`config.mk`:
```
export PLATFORM = sky130hd
export DESIGN_NAME = polya_probability_vector_unit
export DESIGN_NICKNAME = d
export VERILOG_FILES = /design/src/rtl/ppv_pkg.sv /design/src/rtl/polya_probability_vector_unit.sv
export SDC_FILE = /design/constraint.sdc
export NUM_CORES = 2
export LEC_CHECK = 0
export BUFFER_PORTS_ARGS = -buffer_cell sky130_fd_sc_hd__buf_2
export CAP_MARGIN = 30
export CORE_MARGIN = 10
export CORE_UTILIZATION = 40
export CTS_BUF_LIST = sky130_fd_sc_hd__clkbuf_16
export DETAILED_ROUTE_END_ITERATION = 10
export GPL_TIMING_DRIVEN = 0
export SETUP_SLACK_MARGIN = 0.3
export SYNTH_ARGS = -nofsm -noshare
export SYNTH_HDL_FRONTEND = slang
export SYNTH_SLANG_ARGS = --single-unit
```
`constraint.sdc`:
```
create_clock -name clk -period 28 [get_ports clk]
set_input_delay 1.4 -clock clk [delete_from_list [all_inputs] [get_ports clk]]
set_output_delay 1.4 -clock clk [all_outputs]
set_load 0.03 [all_outputs]
```
`src/rtl/ppv_pkg.sv`:
```
package ppv_pkg;

  localparam int unsigned SAMPLE_W       = 7;
  localparam int unsigned CNT_W          = 6;
  localparam int unsigned PROB_W         = 32;
  localparam int unsigned MAX_SAMPLE_DEF = 64;

  // Fixed-point 1.0 with 31 fraction bits.
  localparam logic [PROB_W-1:0] ONE_FIX = 32'h8000_0000;

  // Quotient bits retired per divider cycle, and divider cycles per update.
  localparam int unsigned DIV_STEP  = 8;
  localparam int unsigned DIV_W     = 40;
  localparam int unsigned DIV_CYC   = DIV_W / DIV_STEP;
  localparam int unsigned DIV_CNT_W = 3;

  typedef enum logic [3:0] {
    ST_IDLE,
    ST_ERR,
    ST_INIT,
    ST_RD,
    ST_MUL,
    ST_ADD,
    ST_DIV,
    ST_WR,
    ST_ERD,
    ST_EOUT
  } ppv_state_t;

endpackage

```
`src/rtl/polya_probability_vector_unit.sv`:
```
// Channel   | Direction | Handshake        | Payload
// ----------+-----------+------------------+----------------------------------------------
// in_       | input     | in_valid/in_stall | in_lineages
// out_      | output    | out_valid/out_stall | out_mutant_count, out_probability, out_last,
//           |           |                  | out_bad_request
// cfg_      | input     | cfg_valid/cfg_ready | cfg_sample_size
//
// A bad request yields one error word once the output register has room.
// A good request runs (n-k)*(n-k+3)/2 vector updates, each update being read,
// multiply, add, radix-256 division and write back on the single-port vector
// memory, followed by a read and an emit step per output word.
// Reset (rst_n low, synchronous) clears the control state and the sample size
// returns to 2; the vector memory is not cleared, unwritten entries are masked.
// A stall on the output holds the current word; the engine waits for the slot.
module polya_probability_vector_unit #(
  parameter int unsigned MAX_SAMPLE = ppv_pkg::MAX_SAMPLE_DEF
) (
  input  logic                         clk,
  input  logic                         rst_n,
  input  logic                         in_valid,
  output logic                         in_stall,
  input  logic [ppv_pkg::SAMPLE_W-1:0] in_lineages,
  output logic                         out_valid,
  input  logic                         out_stall,
  output logic [ppv_pkg::CNT_W-1:0]    out_mutant_count,
  output logic [ppv_pkg::PROB_W-1:0]   out_probability,
  output logic                         out_last,
  output logic                         out_bad_request,
  input  logic                         cfg_valid,
  output logic                         cfg_ready,
  input  logic [ppv_pkg::SAMPLE_W-1:0] cfg_sample_size
);
  import ppv_pkg::*;

  localparam int unsigned AW = $clog2(MAX_SAMPLE);
  localparam int unsigned MUL_W = PROB_W + SAMPLE_W;

  // Working vector, one entry per mutant count.
  logic [PROB_W-1:0] vec_mem [MAX_SAMPLE];
  logic [PROB_W-1:0] rdata_r;

  ppv_state_t state_r, state_nxt;

  logic [SAMPLE_W-1:0]  n_cfg_r, n_cfg_nxt;
  logic [SAMPLE_W-1:0]  n_r, n_nxt;
  logic [SAMPLE_W-1:0]  k_r, k_nxt;
  logic [SAMPLE_W-1:0]  nn_r, nn_nxt;
  logic [AW-1:0]        j_r, j_nxt;
  logic [PROB_W-1:0]    prev_r, prev_nxt;
  logic [MUL_W-1:0]     p0_r, p0_nxt, p1_r, p1_nxt;
  logic [DIV_W-1:0]     div_r, div_nxt;
  logic [DIV_W-1:0]     quo_r, quo_nxt;
  logic [SAMPLE_W-2:0]  rem_r, rem_nxt;
  logic [DIV_CNT_W-1:0] cyc_r, cyc_nxt;

  logic                 out_valid_r, out_valid_nxt;
  logic [CNT_W-1:0]     out_cnt_r, out_cnt_nxt;
  logic [PROB_W-1:0]    out_prob_r, out_prob_nxt;
  logic                 out_last_r, out_last_nxt;
  logic                 out_bad_r, out_bad_nxt;

  logic                 wr_en;
  logic [PROB_W-1:0]    wr_data;

  // Combinational helpers.
  logic                 slot_free;
  logic                 req_bad;
  logic [SAMPLE_W-1:0]  j_ext;
  logic [SAMPLE_W-1:0]  span;
  logic [SAMPLE_W-2:0]  den;
  logic [PROB_W-1:0]    cur;
  logic [SAMPLE_W-1:0]  coef;
  logic [SAMPLE_W-2:0]  rem_v;
  logic [SAMPLE_W-1:0]  trial;
  logic [DIV_STEP-1:0]  qdig;
  logic [PROB_W-1:0]    q_sat;

  assign in_stall         = (state_r != ST_IDLE);
  assign cfg_ready        = 1'b1;
  assign out_valid        = out_valid_r;
  assign out_mutant_count = out_cnt_r;
  assign out_probability  = out_prob_r;
  assign out_last         = out_last_r;
  assign out_bad_request  = out_bad_r;

  assign slot_free = !out_valid_r || !out_stall;
  assign j_ext     = SAMPLE_W'(j_r);
  assign span      = nn_r - k_r;
  assign den       = (SAMPLE_W-1)'(nn_r - SAMPLE_W'(1));
  // The newest entry of the support has never been written in this run.
  assign cur       = (j_ext == span) ? '0 : rdata_r;
  assign coef      = nn_r - SAMPLE_W'(2) - j_ext;
  assign req_bad   = (n_cfg_r < SAMPLE_W'(2)) || (n_cfg_r > SAMPLE_W'(MAX_SAMPLE)) ||
                     (in_lineages < SAMPLE_W'(2)) || (in_lineages > n_cfg_r);
  assign q_sat     = (quo_r > DIV_W'(ONE_FIX)) ? ONE_FIX : quo_r[PROB_W-1:0];

  // Radix-256 long division: eight restoring steps on a remainder below den.
  always_comb begin
    rem_v = rem_r;
    trial = '0;
    qdig  = '0;
    for (int b = 0; b < DIV_STEP; b++) begin
      trial = {rem_v, div_r[DIV_W-1-b]};
      if (trial >= SAMPLE_W'(den)) begin
        rem_v = (SAMPLE_W-1)'(trial - SAMPLE_W'(den));
        qdig[DIV_STEP-1-b] = 1'b1;
      end else begin
        rem_v = (SAMPLE_W-1)'(trial);
      end
    end
  end

  always_comb begin
    state_nxt     = state_r;
    n_cfg_nxt     = n_cfg_r;
    n_nxt         = n_r;
    k_nxt         = k_r;
    nn_nxt        = nn_r;
    j_nxt         = j_r;
    prev_nxt      = prev_r;
    p0_nxt        = p0_r;
    p1_nxt        = p1_r;
    div_nxt       = div_r;
    quo_nxt       = quo_r;
    rem_nxt       = rem_r;
    cyc_nxt       = cyc_r;
    out_valid_nxt = out_valid_r && out_stall;
    out_cnt_nxt   = out_cnt_r;
    out_prob_nxt  = out_prob_r;
    out_last_nxt  = out_last_r;
    out_bad_nxt   = out_bad_r;
    wr_en         = 1'b0;
    wr_data       = q_sat;

    if (cfg_valid && cfg_ready) begin
      n_cfg_nxt = cfg_sample_size;
    end

    unique case (state_r)
      ST_IDLE: begin
        if (in_valid) begin
          k_nxt  = in_lineages;
          n_nxt  = n_cfg_r;
          nn_nxt = in_lineages + SAMPLE_W'(1);
          j_nxt  = '0;
          state_nxt = req_bad ? ST_ERR : ST_INIT;
        end
      end
      ST_ERR: begin
        if (slot_free) begin
          out_valid_nxt = 1'b1;
          out_cnt_nxt   = '0;
          out_prob_nxt  = '0;
          out_last_nxt  = 1'b1;
          out_bad_nxt   = 1'b1;
          state_nxt     = ST_IDLE;
        end
      end
      ST_INIT: begin
        // Vector starts as [1.0]; with k equal to n no update runs.
        wr_en    = 1'b1;
        wr_data  = ONE_FIX;
        prev_nxt = '0;
        state_nxt = (k_r == n_r) ? ST_ERD : ST_RD;
      end
      ST_RD: begin
        state_nxt = ST_MUL;
      end
      ST_MUL: begin
        p0_nxt   = MUL_W'(prev_r) * MUL_W'(j_ext);
        p1_nxt   = MUL_W'(cur) * MUL_W'(coef);
        prev_nxt = cur;
        state_nxt = ST_ADD;
      end
      ST_ADD: begin
        div_nxt = DIV_W'(p0_r) + DIV_W'(p1_r) + DIV_W'(den >> 1);
        rem_nxt = '0;
        quo_nxt = '0;
        cyc_nxt = '0;
        state_nxt = ST_DIV;
      end
      ST_DIV: begin
        rem_nxt = rem_v;
        quo_nxt = {quo_r[DIV_W-DIV_STEP-1:0], qdig};
        div_nxt = {div_r[DIV_W-DIV_STEP-1:0], DIV_STEP'(0)};
        cyc_nxt = cyc_r + DIV_CNT_W'(1);
        if (cyc_r == DIV_CNT_W'(DIV_CYC - 1)) begin
          state_nxt = ST_WR;
        end
      end
      ST_WR: begin
        wr_en = 1'b1;
        if (j_ext == span) begin
          j_nxt    = '0;
          prev_nxt = '0;
          if (nn_r == n_r) begin
            state_nxt = ST_ERD;
          end else begin
            nn_nxt    = nn_r + SAMPLE_W'(1);
            state_nxt = ST_RD;
          end
        end else begin
          j_nxt     = j_r + AW'(1);
          state_nxt = ST_RD;
        end
      end
      ST_ERD: begin
        state_nxt = ST_EOUT;
      end
      ST_EOUT: begin
        if (slot_free) begin
          out_valid_nxt = 1'b1;
          out_cnt_nxt   = CNT_W'(j_ext + SAMPLE_W'(1));
          // Entries past the final support were never written and read as zero.
          out_prob_nxt  = (j_ext > (n_r - k_r)) ? '0 : rdata_r;
          out_last_nxt  = (j_ext == n_r - SAMPLE_W'(2));
          out_bad_nxt   = 1'b0;
          if (j_ext == n_r - SAMPLE_W'(2)) begin
            state_nxt = ST_IDLE;
          end else begin
            j_nxt     = j_r + AW'(1);
            state_nxt = ST_ERD;
          end
        end
      end
      default: state_nxt = ST_IDLE;
    endcase
  end

  // Single-port vector memory with registered read data.
  always_ff @(posedge clk) begin
    if (wr_en) begin
      vec_mem[j_r] <= wr_data;
    end
    rdata_r <= vec_mem[j_r];
  end

  always_ff @(posedge clk) begin
    if (!rst_n) begin
      state_r     <= ST_IDLE;
      n_cfg_r     <= SAMPLE_W'(2);
      out_valid_r <= 1'b0;
    end else begin
      state_r     <= state_nxt;
      n_cfg_r     <= n_cfg_nxt;
      out_valid_r <= out_valid_nxt;
    end
  end

  always_ff @(posedge clk) begin
    n_r        <= n_nxt;
    k_r        <= k_nxt;
    nn_r       <= nn_nxt;
    j_r        <= j_nxt;
    prev_r     <= prev_nxt;
    p0_r       <= p0_nxt;
    p1_r       <= p1_nxt;
    div_r      <= div_nxt;
    quo_r      <= quo_nxt;
    rem_r      <= rem_nxt;
    cyc_r      <= cyc_nxt;
    out_cnt_r  <= out_cnt_nxt;
    out_prob_r <= out_prob_nxt;
    out_last_r <= out_last_nxt;
    out_bad_r  <= out_bad_nxt;
  end

endmodule

```
==> results.md <==
Critical path:
- In this design, the stage delay of the slowest critical-path cell is 0.76 ns.
- For the worst setup path, the data arrival time is roughly 20 ns.
- The count of cells along the worst register-to-register path is 74.
- The worst setup path is launched from a flop.
- The slowest library cell on the worst path is sky130_fd_sc_hd__xnor2_2.
- STA classifies the critical path endpoint as a flop.
- Along the worst path, the maximum fanout reaches 12.
- The most numerous cell type found on the critical path is sky130_fd_sc_hd__a21o_1.
- The critical setup path kind is flop to flop.
- Data on the critical path is required at its endpoint by 28.55 ns.

Placed design:
- The count of buffers from port buffering is 59.
- Summed over all nets, the half-perimeter wirelength after detailed placement is 263,000 um.
- Timing analysis after detailed placement gives a worst setup slack of around 8.5 ns.
- The final RePlAce weighted congestion is between 0.9 and 1.

Timing:
- The worst relative slew slack is 0.185.
- Dividing the final minimum period by the clock period gives 0.703.
- Setup slack closes at 8.33 ns.
- Setup violations remaining at the end of the flow were counted as 0.
- Between clock sinks in the finished design, the worst skew comes to between 0.1 and 0.15 ns.
- The hold violation count in the final report is 0.
- The smallest clock period supported by the final layout is computed as 19.67 ns.
- For the pin with the worst max-slew slack, the measured transition is 1.22 ns.
- Static timing analysis puts the maximum clock frequency at 0.0508 GHz.
- Setup repair after global routing left no endpoint under its margin.
- The count of final max-slew check failures is 0.
- For the final routed database, the setup TNS stands at 0 ns.

Die:
- The floorplan row count is ~190.
- Pin placement for this block handled 62 I/O pins.
- The die covers 0.276 sq mm.
- From left edge to right edge, the die measures about 530 um.
- The height of the die is 526 um.
- The core outline area is 0.254 sq mm.
- The initial utilization of the core area, before any placement, comes to 0.402.

Final layout:
- The final layout contains 7,905 nets.
- The multi-input combinational cells in the finished layout cover a total of 0.0301 sq mm.
- The filler cell count is between 20,000 and 25,000.
- The area used by sequential logic in the layout is 0.0703 sq mm.
- Relative to the synthesized area, the layout overhead comes to 17.5%.
- The share of layout cells above drive strength 1 is 0.117.

Clock tree:
- The clock-pin transition on the worst setup and hold timing paths is 0.05 ns.
- After clock tree synthesis, the repair step resized 0 gates.
- The post-CTS setup repair buffer count is 0.
- In this run the deepest clock path goes through 3 buffers.
- The tree built by TritonCTS fans out to 2,357 sinks.
- CTS built an H-tree with a depth of 4.
- After clock tree synthesis, the flow added hold-fix buffers numbering 0.
- The root buffer cell is sky130_fd_sc_hd__clkbuf_16.
- The later pin in the worst-skew pair is clocked with a latency of 0.94 ns.
- The CTS tree is yes.
- In this run, CTS created clock tree buffers numbering 228.

Hold path:
- The kind of path behind the tightest hold check is flop to flop.
- Counting instances, the worst hold path has a depth of 0.

Synthesis:
- Of the total synthesized cell area, the portion taken by AND, OR, NAND and NOR gates is 0.0580.
- For this run, the register share of the synthesized area comes to 0.687.
- Synthesis handed over a netlist of 6,728 instances.
- The share of synthesized registers carrying an async set or reset is 0.
- The largest family of logic cells by synthesized area is compound AO/OA/AOI/OAI gates.
- The number of enable-type register cells in the synthesized netlist is 2,313.
- The fraction of the mapped netlist area in adder cells is 0.0883.
- The total of warnings raised by yosys is 0.
- The area fraction in compound gates after synthesis is 0.122.
- After synthesis, the mean cell area works out to around 15 sq um.
- The synthesized net count is 7,295.
- Of the total synthesized cell area, the portion taken by XOR and XNOR cells is 0.0150.
- The count of different cell masters after synthesis is 80.
- Of the post-synthesis cell area, the part taken by muxes is 0.00412.
- The post-synthesis instance area is 0.102 sq mm.
- The most used flip-flop cell after synthesis is sky130_fd_sc_hd__edfxtp_1.
- The synthesized design contains 2,357 register bits.

Drt:
- For this run, the detailed router's first-pass iteration total came to 9.
- The routed via count is 67,700.
- The detail route stage leaves a number of antenna-violating nets equal to 0.
- After detailed routing, the number of remaining DRC violations is 0.
- The mean routed wirelength per cell is between 30 and 40 um.
- The average vias per placed instance is about 6.2.
- The final layout contains routed wiring with a total length of 370,000 um.
- The starting DRC count in detailed routing is approximately 11,000.

Global routing:
- The number of antenna violations at the first check in global routing came to 44.
- The wire length of the first global-routing pass is 506,000 um.
- The largest net degree at the start of global routing is between 60 and 70.
- The via count of the first global-routing pass is 64,500.
- The aggregate global routing overflow is 0.
- The overall global routing resource usage is 0.257.

Power and ir drop:
- The total power density per cell area is 116 mW/mm^2.
- IR analysis of the VDD net gives a maximum drop of 0.000743 V.
- The total leakage power is 40.2 nW.
- Total power for the finished layout comes to 0.0139 W.

Flow run:
- The count of max-cap constraint violations is 0.

Run status:
- The run finished with clean final reports.
==> through the flow <==
step / instances / hold WS [ns] / instance area (sq um) / utilization
2_1_floorplan: 6728 / 0.429 / 102000 / -
3_3_place_gp: 10200 / 0.468 / 107000 / 0.420
3_5_place_dp: 10400 / 0.464 / 112000 / 0.441
4_1_cts: 10900 / 0.474 / 120000 / 0.471
5_1_grt: 10900 / 0.492 / 120000 / 0.473
6_report: 10900 / 0.464 / 120000 / 0.473
==> worst paths after layout <==
check / slack, ns / startpoint / end
worst max-delay path: 8.33 / nn_r[0] / rem_r[5]
worst min-delay path: 0.46 / n_cfg_r[5] / n_r[5]
worst min register to register: 0.46 / n_cfg_r[5] / n_r[5]
worst max register to register: 8.33 / nn_r[0] / rem_r[5]
==> cell usage in the layout, fill, tap and decap left out, drive strengths merged, types with 67 or more instances in the layout <==
master  count
a21o       81
nor2      217
a22o      141
clkinv    110
clkbuf    506
a22oi     743
xor2       67
fa        287
nand2     444
nand3      74
a31oi     151
edfxtp   2313
a221oi    146
a21oi     188
ha        261
and2      215
xnor2     107
o21ai      70
buf       477
inv       371
==> state kept, by name, indices dropped and copies added, names as in the netlist, 7 cells and up <==
name             count
nn_r                 7
rdata_r             32
vec_mem           2048
out_probability     32
div_r               40
prev_r              32
n_r                  7
p1_r                39
quo_r               40
n_cfg_r              7
p0_r                38
k_r                  7
==> worst max-delay path, delay by kind of cell, from the launching register on <==
family	cells	cell delay [ns]
AO/OA/AOI/OAI	42	10.15
adder cells (fa/ha/maj)	10	3.34
AND/OR/NAND/NOR	13	2.20
multiplexers	3	1.52
buffers and inverters	5	0.99
XOR/XNOR	1	0.76
flip-flops	1	0.42
==> power breakdown <==
part | internal (W) | switching, W
Sequential | 0.00398 | 0.0000280
Combinational | 0.00283 | 0.00401
Clock | 0.00168 | 0.00139
Total | 0.00848 | 0.00543
==> logic make-up (layout without fill, tap and decap cells) <==
family / count (synthesis) / count (layout)
flops: 2357 / 2357
compound gates: 1700 / 1700
mux: 39 / 39
fa+ha+maj: 550 / 550
other cells: 1 / 13
xor+xnor: 174 / 174
simple gates: 1224 / 1224
buf+inv: 683 / 1491
==> synthesized netlist by cell type (145+ instances only) <==
master                     number  area (sq um)
sky130_fd_sc_hd__edfxtp_1    2313         69500
sky130_fd_sc_hd__a22oi_1      743          5580
sky130_fd_sc_hd__nand2_1      444          1670
sky130_fd_sc_hd__inv_1        308          1160
sky130_fd_sc_hd__fa_1         287          5750
sky130_fd_sc_hd__clkbuf_1     277          1040
sky130_fd_sc_hd__ha_1         261          3270
sky130_fd_sc_hd__nor2_1       217           815
sky130_fd_sc_hd__and2_1       215          1350
sky130_fd_sc_hd__a21oi_1      188           941
sky130_fd_sc_hd__a31oi_1      151           945
sky130_fd_sc_hd__a221oi_1     145          1270
==> area by class of cell <==
class,instances,area share
buffer,374,0.0119
tap,3366,0.0350
clock inverter,199,0.0144
clock buffer,229,0.0477
timing repair buffer,380,0.0459
antenna,12,0.000250
sequential,2357,0.585
multi-input combinational,3688,0.250
inverter,309,0.00967
==> metal layers <==
layer	vias up	global-route usage	part of all wire
met3	1152	0.106	0.15
met2	5057	0.377	0.43
li1	27400	-	-
met5	-	0	0.0017
met1	34000	0.326	0.36
met4	36	0.135	0.067
Note: power is estimated with default switching activity, not from simulation.
